`src/round_robin_pending_signal_table_assert.svh`:
```
// ----------------------------------------------------------------------------
// round_robin_pending_signal_table_assert.svh
// Assertion macros for the pending signal table, sampled on clk, off in reset
// ----------------------------------------------------------------------------
`ifndef ROUND_ROBIN_PENDING_SIGNAL_TABLE_ASSERT_SVH
`define ROUND_ROBIN_PENDING_SIGNAL_TABLE_ASSERT_SVH

// same-cycle implication
`define RRPST_ASSERT_IMP(label, ante, cons) \
	label: assert property (@(posedge clk) disable iff (!arst_n) (ante) |-> (cons)) \
		else $error("rrpst assertion failed");

// next-cycle implication
`define RRPST_ASSERT_NEXT(label, ante, cons) \
	label: assert property (@(posedge clk) disable iff (!arst_n) (ante) |=> (cons)) \
		else $error("rrpst assertion failed");

`endif

```
`src/rrpst_pkg.sv`:
```
// ----------------------------------------------------------------------------
// rrpst_pkg
// Shared types and constants of the round-robin pending signal table
// ----------------------------------------------------------------------------
`default_nettype none

package rrpst_pkg;

	// default slot count
	localparam int NUM_SLOTS_DEF = 8;

	// fixed field widths
	localparam int IDX_W     = 3;
	localparam int PAYLOAD_W = 32;

	// command codes
	localparam logic CMD_EMIT  = 1'b0;
	localparam logic CMD_PROBE = 1'b1;

	// one input transfer
	typedef struct packed {
		logic                 cmd;
		logic [IDX_W-1:0]     slot_index;
		logic [PAYLOAD_W-1:0] payload;
	} in_item_t;

	// one result transfer
	typedef struct packed {
		logic                 found;
		logic [IDX_W-1:0]     found_index;
		logic [PAYLOAD_W-1:0] found_payload;
	} out_item_t;

	// sequencer status
	typedef struct packed {
		logic scanning;
		logic reading;
	} ctrl_stat_t;

endpackage

`default_nettype wire

```
`src/round_robin_pending_signal_table.sv`:
```
// ----------------------------------------------------------------------------
// round_robin_pending_signal_table
// Slot table of pending signals with round-robin probe service
// ----------------------------------------------------------------------------
// Usage:
//   An item transfers at a rising edge with start high and busy low. An emit
//   (cmd 0) writes payload into slot slot_index in that same edge; a zero
//   payload empties the slot and an index beyond the table is dropped. An
//   emit gives no result and leaves busy low, so one can follow every cycle.
//   A probe (cmd 1) gives exactly one result, shown on result for one cycle
//   with done high. When no slot is pending the result (found clear) comes
//   the cycle after the transfer. Otherwise the sequencer walks the pending
//   bits one slot per cycle from the saved pointer, then reads the payload
//   memory through its registered read port and shows the result, with busy
//   high from the transfer until done. The time to done is set by the scan
//   step and the registered memory read.
//   The receiver cannot stall; a result is taken in the cycle it is shown.
//   Reset marks every slot empty and sets the pointer to slot 0.
// ----------------------------------------------------------------------------
`default_nettype none

module round_robin_pending_signal_table #(
	parameter int NUM_SLOTS = rrpst_pkg::NUM_SLOTS_DEF
) (
	input  wire logic                clk,
	input  wire logic                arst_n,
	input  wire logic                start,
	input  wire rrpst_pkg::in_item_t item,
	output logic                     busy,
	output logic                     done,
	output rrpst_pkg::out_item_t     result
);

	localparam int SW = (NUM_SLOTS > 1) ? $clog2(NUM_SLOTS) : 1;

	logic                            wr_en;
	logic [SW-1:0]                   wr_addr;
	logic                            rd_en;
	logic [SW-1:0]                   rd_addr;
	logic [rrpst_pkg::PAYLOAD_W-1:0] rd_data;
	rrpst_pkg::ctrl_stat_t           stat;

	// sequencer
	rrpst_ctrl #(
		.NUM_SLOTS(NUM_SLOTS)
	) u_ctrl (
		.clk    (clk),
		.arst_n (arst_n),
		.start  (start),
		.item   (item),
		.busy   (busy),
		.done   (done),
		.result (result),
		.wr_en  (wr_en),
		.wr_addr(wr_addr),
		.rd_en  (rd_en),
		.rd_addr(rd_addr),
		.rd_data(rd_data),
		.stat   (stat)
	);

	// payload memory
	rrpst_mem #(
		.NUM_SLOTS(NUM_SLOTS)
	) u_mem (
		.clk    (clk),
		.wr_en  (wr_en),
		.wr_addr(wr_addr),
		.wr_data(item.payload),
		.rd_en  (rd_en),
		.rd_addr(rd_addr),
		.rd_data(rd_data)
	);

	// checks
`include "round_robin_pending_signal_table_assert.svh"

	`RRPST_ASSERT_IMP(a_miss_is_zero, done && !result.found, (result.found_index == '0) && (result.found_payload == '0))
	`RRPST_ASSERT_IMP(a_hit_nonzero, done && result.found, result.found_payload != '0)
	`RRPST_ASSERT_NEXT(a_read_gives_done, stat.reading, done)
	`RRPST_ASSERT_NEXT(a_emit_silent, start && !busy && (item.cmd == rrpst_pkg::CMD_EMIT), !busy && !done)

endmodule

`default_nettype wire

```
`src/rrpst_mem.sv`:
```
// ----------------------------------------------------------------------------
// rrpst_mem
// Slot payload memory: one write port, one registered read port
// ----------------------------------------------------------------------------
`default_nettype none

module rrpst_mem #(
	parameter int NUM_SLOTS = rrpst_pkg::NUM_SLOTS_DEF,
	localparam int SW = (NUM_SLOTS > 1) ? $clog2(NUM_SLOTS) : 1
) (
	input  wire logic                           clk,
	input  wire logic                           wr_en,
	input  wire logic [SW-1:0]                  wr_addr,
	input  wire logic [rrpst_pkg::PAYLOAD_W-1:0] wr_data,
	input  wire logic                           rd_en,
	input  wire logic [SW-1:0]                  rd_addr,
	output logic      [rrpst_pkg::PAYLOAD_W-1:0] rd_data
);

	logic [rrpst_pkg::PAYLOAD_W-1:0] mem [NUM_SLOTS];

	// write port
	always_ff @(posedge clk) begin
		if (wr_en) begin
			mem[wr_addr] <= wr_data;
		end
	end

	// registered read port
	always_ff @(posedge clk) begin
		if (rd_en) begin
			rd_data <= mem[rd_addr];
		end
	end

endmodule

`default_nettype wire

```
`src/rrpst_ctrl.sv`:
```
// ----------------------------------------------------------------------------
// rrpst_ctrl
// Command sequencer: pending bits, round-robin pointer and one-slot-per-cycle
// scan that drives the payload memory
// ----------------------------------------------------------------------------
`default_nettype none

module rrpst_ctrl #(
	parameter int NUM_SLOTS = rrpst_pkg::NUM_SLOTS_DEF,
	localparam int SW = (NUM_SLOTS > 1) ? $clog2(NUM_SLOTS) : 1
) (
	input  wire logic                            clk,
	input  wire logic                            arst_n,
	input  wire logic                            start,
	input  wire rrpst_pkg::in_item_t             item,
	output logic                                 busy,
	output logic                                 done,
	output rrpst_pkg::out_item_t                 result,
	output logic                                 wr_en,
	output logic      [SW-1:0]                   wr_addr,
	output logic                                 rd_en,
	output logic      [SW-1:0]                   rd_addr,
	input  wire logic [rrpst_pkg::PAYLOAD_W-1:0] rd_data,
	output rrpst_pkg::ctrl_stat_t                stat
);

	localparam int IW = (SW > rrpst_pkg::IDX_W) ? SW : rrpst_pkg::IDX_W;

	// sequencer states
	localparam logic [1:0] ST_IDLE = 2'd0;
	localparam logic [1:0] ST_SCAN = 2'd1;
	localparam logic [1:0] ST_READ = 2'd2;

	logic [1:0]           state_q;
	logic [NUM_SLOTS-1:0] pending_q;
	logic [SW-1:0]        next_q;
	logic [SW-1:0]        ptr_q;
	logic                 done_q;
	rrpst_pkg::out_item_t result_q;

	logic          accept;
	logic          is_emit;
	logic [IW-1:0] idx_w;
	logic          idx_ok;
	logic [SW-1:0] ptr_inc;
	logic          hit;

	// input decode
	assign accept  = start && (state_q == ST_IDLE);
	assign is_emit = (item.cmd == rrpst_pkg::CMD_EMIT);
	assign idx_w   = IW'(item.slot_index);
	assign idx_ok  = int'(idx_w) < NUM_SLOTS;

	// pointer step with wrap
	assign ptr_inc = (ptr_q == SW'(NUM_SLOTS - 1)) ? '0 : ptr_q + 1'b1;
	assign hit     = pending_q[ptr_q];

	// memory control
	assign wr_en   = accept && is_emit && idx_ok;
	assign wr_addr = SW'(idx_w);
	assign rd_en   = (state_q == ST_SCAN) && hit;
	assign rd_addr = ptr_q;

	// status and outputs
	assign busy          = (state_q != ST_IDLE);
	assign done          = done_q;
	assign result        = result_q;
	assign stat.scanning = (state_q == ST_SCAN);
	assign stat.reading  = (state_q == ST_READ);

	// sequencer and pending bits
	always_ff @(posedge clk or negedge arst_n) begin
		if (!arst_n) begin
			state_q   <= ST_IDLE;
			pending_q <= '0;
			next_q    <= '0;
			ptr_q     <= '0;
			done_q    <= 1'b0;
		end else begin
			done_q <= 1'b0;
			case (state_q)
				ST_IDLE: begin
					if (accept) begin
						if (is_emit) begin
							if (idx_ok) begin
								pending_q[SW'(idx_w)] <= |item.payload;
							end
						end else if (pending_q == '0) begin
							done_q <= 1'b1;
						end else begin
							ptr_q   <= next_q;
							state_q <= ST_SCAN;
						end
					end
				end
				ST_SCAN: begin
					if (hit) begin
						state_q <= ST_READ;
					end else begin
						ptr_q <= ptr_inc;
					end
				end
				ST_READ: begin
					pending_q[ptr_q] <= 1'b0;
					next_q           <= ptr_inc;
					done_q           <= 1'b1;
					state_q          <= ST_IDLE;
				end
				default: begin
					state_q <= ST_IDLE;
				end
			endcase
		end
	end

	// result register
	always_ff @(posedge clk) begin
		if (accept && !is_emit && (pending_q == '0)) begin
			result_q <= '0;
		end else if (state_q == ST_READ) begin
			result_q.found         <= 1'b1;
			result_q.found_index   <= rrpst_pkg::IDX_W'(ptr_q);
			result_q.found_payload <= rd_data;
		end
	end

endmodule

`default_nettype wire

```
`config.mk`:
```
export PLATFORM = sky130hd
export DESIGN_NAME = round_robin_pending_signal_table
export DESIGN_NICKNAME = d
export VERILOG_FILES = /design/src/rrpst_pkg.sv /design/src/round_robin_pending_signal_table.sv /design/src/rrpst_mem.sv /design/src/rrpst_ctrl.sv
export VERILOG_INCLUDE_DIRS = /design/src /design/src/src
export SDC_FILE = /design/constraint.sdc
export NUM_CORES = 1
export LEC_CHECK = 0
export BUFFER_PORTS_ARGS = -buffer_cell sky130_fd_sc_hd__buf_2
export CORE_MARGIN = 1
export CORE_UTILIZATION = 46
export CTS_BUF_LIST = sky130_fd_sc_hd__clkbuf_4 sky130_fd_sc_hd__clkbuf_8 sky130_fd_sc_hd__clkbuf_16
export DETAILED_ROUTE_END_ITERATION = 16
export PLACE_DENSITY = 0.69
export SLEW_MARGIN = 20
export SYNTH_ARGS = -nofsm -noshare
export SYNTH_HDL_FRONTEND = slang
export SYNTH_HIERARCHICAL = 1
export SYNTH_SLANG_ARGS = --single-unit
```
`constraint.sdc`:
```
create_clock -name clk -period 11 [get_ports clk]
set_clock_uncertainty 0.05 [all_clocks]
set_input_delay 2.2 -clock clk [delete_from_list [all_inputs] [get_ports clk]]
set_output_delay 2.2 -clock clk [all_outputs]
set_load 0.05 [all_outputs]
```
==> results of run 1 <==
through the flow:
stage | hold slack, ns | area [um2]
2_1_floorplan | 0.3990 | 13220
3_3_place_gp | 0.3902 | 13930
3_5_place_dp | 0.3946 | 13930
4_1_cts | 0.4026 | 15050
5_1_grt | 0.4171 | 15110
6_report | 0.4000 | 15110
kinds of logic (layout without fill, tap and decap cells):
| group | after synthesis | after routing |
|---|---|---|
| adders and majority gates | 2 | 2 |
| muxes | 100 | 100 |
| and+or+nand+nor | 134 | 134 |
| DFF | 341 | 341 |
| buffers and inverters | 47 | 158 |
| AOI/OAI and AO/OA | 79 | 79 |
synthesized netlist by cell type (4+ instances only):
| cell | instances | area (um2) |
|---|---|---|
| dfxtp_1 | 36 | 720.7 |
| a21oi_1 | 38 | 190.2 |
| o21ai_0 | 12 | 60.06 |
| nor3_1 | 4 | 20.02 |
| mux4_2 | 24 | 540.5 |
| nor3b_1 | 4 | 30.03 |
| dfrtp_1 | 17 | 425.4 |
| nor2b_1 | 5 | 31.28 |
| mux4_1 | 40 | 1051 |
| inv_1 | 5 | 18.77 |
| clkbuf_1 | 13 | 48.80 |
| buf_6 | 11 | 123.9 |
| nor4_1 | 8 | 50.05 |
| a31oi_1 | 6 | 37.54 |
| nor2_1 | 13 | 48.80 |
| edfxtp_1 | 288 | 8648 |
| mux2_2 | 33 | 371.6 |
| o31ai_1 | 4 | 30.03 |
| buf_2 | 11 | 55.05 |
| nand2b_1 | 7 | 43.79 |
| nand2_1 | 82 | 307.8 |
power breakdown:
part / switching (mW) / internal (mW) / total, mW
sequential: 0.142 / 1.60 / 1.74
combinational: 0.612 / 0.429 / 1.04
clock: 0.454 / 0.666 / 1.12
total: 1.21 / 2.69 / 3.90
layout make-up:
cell class,instances,area [um2],share of cell area [%]
tap,378,473.0,3.131
sequential,341,9801,64.88
timing repair buffer,86,495.5,3.280
multi-input combinational,315,3196,21.15
inverter,6,22.52,0.1491
clock inverter,13,66.31,0.4390
clock buffer,53,1052,6.966
worst max-delay path: cells and delay by family:
| family | cells | cell delay [ns] |
|---|---|---|
| simple gates | 3 | 1.75 |
| buf+inv | 1 | 0.13 |
flip-flops by register name, summed over array words and instances, names as in the netlist:
register	flops
u_ctrl/rd_addr	3
u_ctrl/next_q	3
u_mem/rd_data	32
u_ctrl/done	1
u_mem/mem	256
u_ctrl/result	36
u_ctrl/pending_q	8
u_ctrl/state_q	2
path summary, 6_finish.rpt:
| path | cells after the start | end | slack [ns] | startpoint |
|---|---|---|---|---|
| min in group asynchronous | 1 | u_ctrl/state_q[0] | 1.57 | arst_n |
| setup / recovery | 4 | u_mem/mem[6][29] | 6.97 | item[35] |
| setup reg to reg | 3 | u_mem/rd_data[26] | 8.07 | u_ctrl/rd_addr[1] |
| hold reg to reg | 2 | u_ctrl/result[33] | 0.40 | u_ctrl/result[33] |
| hold / removal | 2 | u_ctrl/result[33] | 0.40 | u_ctrl/result[33] |
| max in group asynchronous | 1 | u_ctrl/rd_addr[0] | 9.00 | arst_n |
metal layers:
layer	up-vias	share of wire [%]	global-route usage, %
li1	2996	-	-
met1	3379	44	23.87
met2	162	50	28.62
met3	29	4.3	2.715
met4	0	1.5	4.775
met5	-	0	0
==> out/results.tsv, run 1 <==
metric	value	unit
status	completed	
core area	28010	um2
Tot Pwr	3.903	mW
Crit Path Class	in2reg	
fraction of registers with async set/reset	4.985	%
crit share post-route	36.67	%
post-CTS setup buffer count	0	
register area share after synthesis	74.11	%
die height	171.5	um
final std cells w/o fill	1192	
Leakage	5.177	nW
root buf cell	clkbuf_16	
DRT Pass-1 Iters	4	
largest net degree at the start of global routing	56	
Post-synth EDFFs	288	
Syn-to-layout area delta	14.31	%
synthesized area per cell	18.80	um2
WL/cell	20.36	um
CTS resizes	0	
initial antenna violation count	0	
cells along the critical path	buf_2, nor4b_4, nand2_1, nor2_4	
crit path DAT	4.10	ns
PwrDens	258.3	nW/um2
DRC	0	
Yosys cell types	49	
Via density	5.508	
Detailed Place HPWL	13820	um
Max Cap Violations	0	
Detailed Route Iter0 Violations	476	
RD Place Congestion	0.7958	
grt ovf	0	
Synth Area in Compound Gates	3.598	%
via count	6566	
vias in the first global route	6554	
largest family of logic cells by synthesized area	multiplexers	
ys flop type	edfxtp_1	
Final Core Density	53.93	%
pre-CTS setup slack	6.396	ns
Final min period	4.034	ns
FMAX	0.2479	GHz
Routed WL	24260	um
post-synthesis adder-cell area fraction	0.1894	%
crit-path max cell delay	0.93	ns
hold crit path type	reg2reg	
Mapped Area	13220	um2
Clock Path Buffers	3	
Gate Count Post-Synth	703	
Post-DRT Antenna Nets	0	
IO buf count	76	
Initial Utilization	47.18	%
Worst setup SP type	input pin	
Slew @ Worst Pin	1.106	ns
Ant. Diodes	0	
layout cells sized above 1	27.27	%
Final Hold Vio Count	0	
Peak VDD IR	0.1786	mV
Worst Path Max Fanout	32	
Ys Warns	6	
hold_buf cts	0	
Syn Nets	744	
CTS tree	yes	
CP Data Required Time	11.06	ns
post-synthesis mux area share	15.08	%
post-route setup TNS	0	ns
Num CTS Buffers	36	
CTS Sinks	341	
I/O pin count	77	
Final WS setup	6.967	ns
Filler Cell Count	2208	
Slew HR	26.11	%
worst-skew pair later-pin latency	0.51	ns
flops & latches, synth	341	
CTS H-tree depth	2	
most frequent cells in the layout	edfxtp_1 (288), nand2_1 (82), buf_2 (76)	
first-pass GRT wire length	37820	um
gr usage total	17.29	%
Synth Area in XOR/XNOR	0	%
Final Setup Violations	0	
DP Cell Count	1124	
site row count	61	
simple-gate area share of the yosys netlist	4.867	%
critical path's slowest cell	nor2_4	
commonest non-fill, non-tap cell in the layout	edfxtp_1	
crit path capture type	register	
Total Nets Final	827	
Reg clk slew, reported paths	0.05	ns
RSZ-0062 raised after global routing	false	
die area	29410	um2
Die Wd	171.5	um
Slew Viols, Final	0	
Note: power is estimated with default switching activity, not from simulation.
==> run 2, diff against run 1 <==
--- a/config.mk
+++ b/config.mk
@@ -11,7 +11,7 @@
 export CORE_UTILIZATION = 46
 export CTS_BUF_LIST = sky130_fd_sc_hd__clkbuf_4 sky130_fd_sc_hd__clkbuf_8 sky130_fd_sc_hd__clkbuf_16
 export DETAILED_ROUTE_END_ITERATION = 16
-export PLACE_DENSITY = 0.69
+export PLACE_DENSITY = 0.71
 export SLEW_MARGIN = 20
 export SYNTH_ARGS = -nofsm -noshare
 export SYNTH_HDL_FRONTEND = slang
==> constraint.sdc (replaced) <==
create_clock -name clk -period 3.7 [get_ports clk]
set_clock_uncertainty 0.05 [all_clocks]
set_input_delay 0.74 -clock clk [delete_from_list [all_inputs] [get_ports clk]]
set_output_delay 0.74 -clock clk [all_outputs]
set_load 0.05 [all_outputs]
==> run 2 against run 1 <==
  * Flip-flop and latch count unchanged
  * Die area unchanged
  * Non-clock buffer count up 8
  * Clock-buffer cell count fell by 2
==> out/results.tsv, run 2 (synthesized netlist as in run 1, its figures left out) <==
metric	value	unit	change
DRT Pass-1 Iters	5		+1
Critical Path Source	u_ctrl/rd_addr[0]		
largest reg by FF count	u_mem/mem		
die area	29410	um2	unchanged
CTS tree	yes		
core area	28010	um2	unchanged
Syn-to-layout area delta	16.53	%	
hold crit path type	in2async		
status	completed		
commonest non-fill, non-tap cell in the layout	edfxtp_1		
via count	6660		+1.4%
post-CTS setup buffer count	0		unchanged
crit share post-route	71.58	%	
WL/cell	21.87	um	+7.5%
Num CTS Buffers	37		+2.8%
Filler Cell Count	2124		-3.8%
Critical path buffers and inverters	1		unchanged
worst reg2reg startpoint	u_ctrl/rd_addr[0]		
cells along the critical path	mux2_2, a2bb2oi_1, and3_2, buf_4		
Tot Pwr	12.14	mW	+210%
site row count	61		unchanged
post-route setup TNS	0	ns	unchanged
layout cells sized above 1	28.64	%	+1.4 points
critical path's slowest cell	dfrtp_4		
Slew HR	35.86	%	+9.7 points
max FFs per register	256		unchanged
Via density	5.536		+0.50%
FMAX	0.3776	GHz	
root buf cell	clkbuf_16		
CTS H-tree depth	2		unchanged
Worst Path Max Fanout	40		+25%
Detailed Place HPWL	15140	um	+9.5%
Detailed Route Iter0 Violations	474		-0.42%
crit-path max cell delay	0.85	ns	-0.08 ns
initial antenna violation count	1		+1
Initial Utilization	47.18	%	unchanged
Max Cap Violations	0		unchanged
hold_buf cts	0		unchanged
CTS resizes	0		unchanged
Crit Path Class	reg2reg		
Slew @ Worst Pin	0.9563	ns	-0.1495 ns
first-pass GRT wire length	40030	um	+5.8%
Leakage	5.301	nW	+2.4%
I/O pin count	77		unchanged
die height	171.5	um	unchanged
Reg clk slew, reported paths	0.06	ns	about the same
RSZ-0062 raised after global routing	false		
Final min period	2.648	ns	
Post-DRT Antenna Nets	0		unchanged
CP Data Required Time	3.80	ns	-7.26 ns
CTS Sinks	341		unchanged
DRC	0		unchanged
Final WS setup	1.052	ns	-5.915 ns
crit path capture type	register		
Slew Viols, Final	0		unchanged
Final Core Density	54.98	%	+1.0 points
crit path DAT	2.75	ns	-1.35 ns
gr usage total	18.53	%	+1.2 points
minimum hold slack	0.1028	ns	-0.2972 ns
Final Setup Violations	0		unchanged
pre-CTS setup slack	0.8915	ns	-5.505 ns
Routed WL	26320	um	+8.5%
grt ovf	0		unchanged
Total Nets Final	836		+1.1%
Final Hold Vio Count	0		unchanged
IO buf count	76		unchanged
Peak VDD IR	0.4388	mV	+150%
vias in the first global route	6598		+0.67%
Die Wd	171.5	um	unchanged
Worst path top cell family by delay	flip-flops		
Clock Path Buffers	3		unchanged
largest net degree at the start of global routing	49		-13%
Worst setup SP type	register		
PwrDens	788.5	nW/um2	+210%
most frequent cells in the layout	edfxtp_1 (288), nand2_1 (82), buf_2 (76)		
worst-skew pair later-pin latency	0.51	ns	about the same
RD Place Congestion	0.8107		+1.9%
run 2: cell count changes in the layout (fill, tap and decap cells not counted), sizes merged:
cell,before,now
bufinv,0,4
buf,86,94
clkbuf,53,51
diode,0,1
clkinv,12,10
clkinvlp,0,3
inv,7,6
run 2: path summary, 6_finish.rpt:
| path | cells after the start | end | slack [ns] |
|---|---|---|---|
| setup / recovery | 4 | u_mem/rd_data[11] | 1.05 |
| hold / removal | 1 | u_ctrl/pending_q[4] | 0.10 |
| setup reg to reg | 4 | u_mem/rd_data[11] | 1.05 |
| hold reg to reg | 2 | u_ctrl/result[32] | 0.40 |
| max in group asynchronous | 1 | u_ctrl/rd_addr[0] | 3.17 |
| min in group clk | 2 | u_ctrl/result[32] | 0.40 |
run 2: per-stage QoR:
stage,area [um2],std cells
final,15400,1203
after global routing,15400,1202
after CTS,15400,1202
after detailed placement,14110,1134
after global placement,14110,1134
after floorplan,13230,703
run 2: power breakdown:
| part | internal, mW | switching [mW] |
|---|---|---|
| Combinational | 1.31 | 1.87 |
| Sequential | 4.75 | 0.416 |
| Clock | 2.35 | 1.44 |
| Total | 8.41 | 3.73 |
run 2: metal layers:
metal  up-vias  track usage (%)  part of all wire, %
met5         -                0                    0
met4         0            4.930                  1.9
li1       3011                -                    -
met3        41            3.382                  4.8
met2       185            29.92                   48
met1      3423            25.99                   45
run 2: layout make-up:
cell class	instances	area, um2	share of cell area, %
diodes	1	2.502	0.01625
clock inverters	17	198.9	1.292
repair buffers	94	603.1	3.916
multi-input cells	315	3208	20.83
flip-flops and latches	341	9801	63.64
clock buffers	51	1091	7.085
inverters	6	22.52	0.1462
well taps	378	473.0	3.071
==> run 3, diff against run 2 <==
--- a/config.mk
+++ b/config.mk
@@ -6,6 +6,7 @@
 export SDC_FILE = /design/constraint.sdc
 export NUM_CORES = 1
 export LEC_CHECK = 0
+export ABC_AREA = 1
 export BUFFER_PORTS_ARGS = -buffer_cell sky130_fd_sc_hd__buf_2
 export CORE_MARGIN = 1
 export CORE_UTILIZATION = 46
==> constraint.sdc (replaced) <==
create_clock -name clk -period 2.25 [get_ports clk]
set_clock_uncertainty 0.05 [all_clocks]
set_input_delay 0.45 -clock clk [delete_from_list [all_inputs] [get_ports clk]]
set_output_delay 0.45 -clock clk [all_outputs]
set_load 0.05 [all_outputs]
==> run 3 against run 2 <==
  * Sequential share of layout area shrank 6.5 points
  * Routed wire length grew 25%
  * Register-to-register slack worse by 0.80 ns
  * Maximum frequency rose by 33%
  * Critical path type unchanged
  * Highest routed layer unchanged
  * Power grew 73%
  * Clock power rose by 61%
  * Largest cell class unchanged
==> out/results.tsv, run 3 <==
metric	value	unit	change
Yosys cell types	29		-41%
root buf cell	clkbuf_16		
Final min period	1.998	ns	-0.6506 ns
Initial Utilization	46.81	%	-0.36 points
Worst setup SP type	register		
Post-synth top cells	nand2_1 (549), edfxtp_1 (288), inv_1 (278)		
Detailed Place HPWL	20620	um	+36%
Detailed Route Iter0 Violations	828		+75%
Routed WL	33020	um	+25%
register area share after synthesis	66.13	%	-8.0 points
flops & latches, synth	341		unchanged
r2r setup slk	0.25	ns	-0.80 ns
I/O pin count	77		unchanged
Syn-to-layout area delta	15.71	%	
Final WS setup	0.2521	ns	-0.7994 ns
worst reg2reg startpoint	u_ctrl/state_q[0]		
Slew HR	62.73	%	+27 points
DRC	0		unchanged
hold crit path type	in2reg		
fraction of registers with async set/reset	4.985	%	unchanged
Final Setup Violations	0		unchanged
final std cells w/o fill	2045		+70%
CTS resizes	0		unchanged
IO buf count	76		unchanged
grt ovf	0		unchanged
Die Wd	181.4	um	+5.8%
crit path capture type	register		
crit share post-route	88.79	%	+17 points
Post-synth EDFFs	288		unchanged
minimum hold slack	0.1772	ns	+0.07441 ns
post-synth top area cell	edfxtp_1		
RD Place Congestion	0.8736		+7.8%
die height	181.4	um	+5.8%
DRT Pass-1 Iters	6		+1
via count	10200		+53%
RSZ-0062 raised after global routing	false		
Ant. Diodes	0		-1
WL/cell	16.15	um	-26%
Via density	4.985		-9.9%
first-pass GRT wire length	52050	um	+30%
ys flop type	edfxtp_1		
most frequent cells in the layout	nand2_1 (549), edfxtp_1 (288), inv_1 (278)		
largest reg by FF count	u_mem/mem		
Design Area, Final	17140	um2	+11%
Final Core Density	54.17	%	-0.81 points
post-CTS setup buffer count	0		unchanged
Worst Path Max Fanout	16		-60%
CTS tree	yes		
crit path DAT	2.16	ns	-0.59 ns
placed inst area	15890	um2	+13%
commonest non-fill, non-tap cell in the layout	nand2_1		
Post-DRT Antenna Nets	0		unchanged
most frequent cell after synthesis	nand2_1		
post-route setup TNS	0	ns	unchanged
vias in the first global route	9911		+50%
Clock Path Buffers	3		unchanged
Slew Viols, Final	0		unchanged
post-synth top area share	58.39	%	-7.0 points
Syn Nets	1567		+110%
initial antenna violation count	1		unchanged
max FFs per register	256		unchanged
Num CTS Buffers	37		unchanged
FMAX	0.5005	GHz	+33%
CP Data Required Time	2.41	ns	-1.39 ns
PwrDens	1223	nW/um2	+55%
reg2reg path depth	7		+3
Gate Count Post-Synth	1526		+120%
FF-to-FF End	u_mem/mem[3][7]		
Tot Pwr	20.95	mW	+73%
Peak VDD IR	0.7356	mV	+68%
Final Hold Vio Count	0		unchanged
largest net degree at the start of global routing	98		+100%
DP Cell Count	1978		+74%
Max Cap Violations	0		unchanged
core area	31640	um2	+13%
worst-skew pair later-pin latency	0.52	ns	about the same
Leakage	7.717	nW	+46%
Total Nets Final	1657		+98%
Ys Warns	6		unchanged
Mapped Area	14810	um2	+12%
gr usage total	20.42	%	+1.9 points
synthesized area per cell	9.705	um2	-48%
CTS Sinks	341		unchanged
site row count	65		+6.6%
die area	32920	um2	+12%
CTS H-tree depth	2		unchanged
Slew @ Worst Pin	0.5582	ns	-0.3981 ns
pre-CTS setup slack	0.1843	ns	-0.7072 ns
layout cells sized above 1	12.84	%	-16 points
CP endpoint	u_mem/mem[3][7]		
Reg clk slew, reported paths	0.06	ns	about the same
Critical Path Source	u_ctrl/state_q[0]		
synth top area cells	edfxtp_1 (58%), nand2_1 (14%), inv_1 (7.0%)		
status	completed		
Crit Path Class	reg2reg		
run 3: cell types whose count changed in the layout (fill, tap and decap cells not counted), moves of 13 or more:
cell     change
nand2_1    +467
mux4_2      -24
mux2_2      -33
a21oi_1     +13
mux4_1      -40
nand3_1    +140
nor2_1      +40
buf_12      +13
inv_1      +273
run 3: worst min path at each step:
stage	from	cells past startpoint	end
after global placement	arst_n	1	u_ctrl/done
after detailed placement	arst_n	1	u_ctrl/done
after CTS	item[19]	1	u_mem/mem[2][19]
after floorplan	arst_n	0	u_ctrl/done
final	item[19]	1	u_mem/mem[2][19]
after global routing	item[0]	1	u_mem/mem[7][0]
run 3: cell type report:
type / count / area, um2
multi-input combinational: 835 / 3583
tap: 402 / 503.0
clock inverter: 16 / 163.9
clock buffer: 50 / 1077
inverter: 284 / 1070
sequential: 341 / 9799
timing repair buffer: 117 / 940.9
fill: 2642 / 14500
run 3: routing by layer:
| metal | wire, um | track usage (%) | vias up |
|---|---|---|---|
| li1 | - | - | 4978 |
| met5 | 0 | 0 | - |
| met1 | 14060 | 26.43 | 4771 |
| met4 | 864 | 7.254 | 0 |
| met3 | 2154 | 3.209 | 68 |
| met2 | 15940 | 34.86 | 378 |
run 3: repair_timing:
| item | in CTS | in global routing |
|---|---|---|
| hold endpoints to repair | 17 | 0 |
| hold buffers | 1 | 0 |
| setup endpoints to repair | 0 | 0 |
run 3: cell families (layout without fill, tap and decap cells):
kind of cell / after synthesis / count (layout) / share of synthesized area (%)
AOI/OAI and AO/OA: 77 / 77 / 2.839
DFF: 341 / 341 / 66.13
and+or+nand+nor: 756 / 756 / 20.73
adders and majority gates: 2 / 2 / 0.1689
buffers and inverters: 350 / 467 / 10.13
run 3: power by group:
part	total [mW]	internal, mW	switching, mW
combinational	6.62	1.81	4.81
clock	6.10	3.71	2.39
sequential	8.23	7.83	0.397
run 3: critical path, cell delays in order, from the launching register on:
cell and delay [ns]:
dfrtp_1 0.42, inv_2 0.11, nand3b_1 0.12, nor2_1 0.31, nand2_1 0.11, buf_4 0.19, nor2_4 0.18, buf_12 0.19
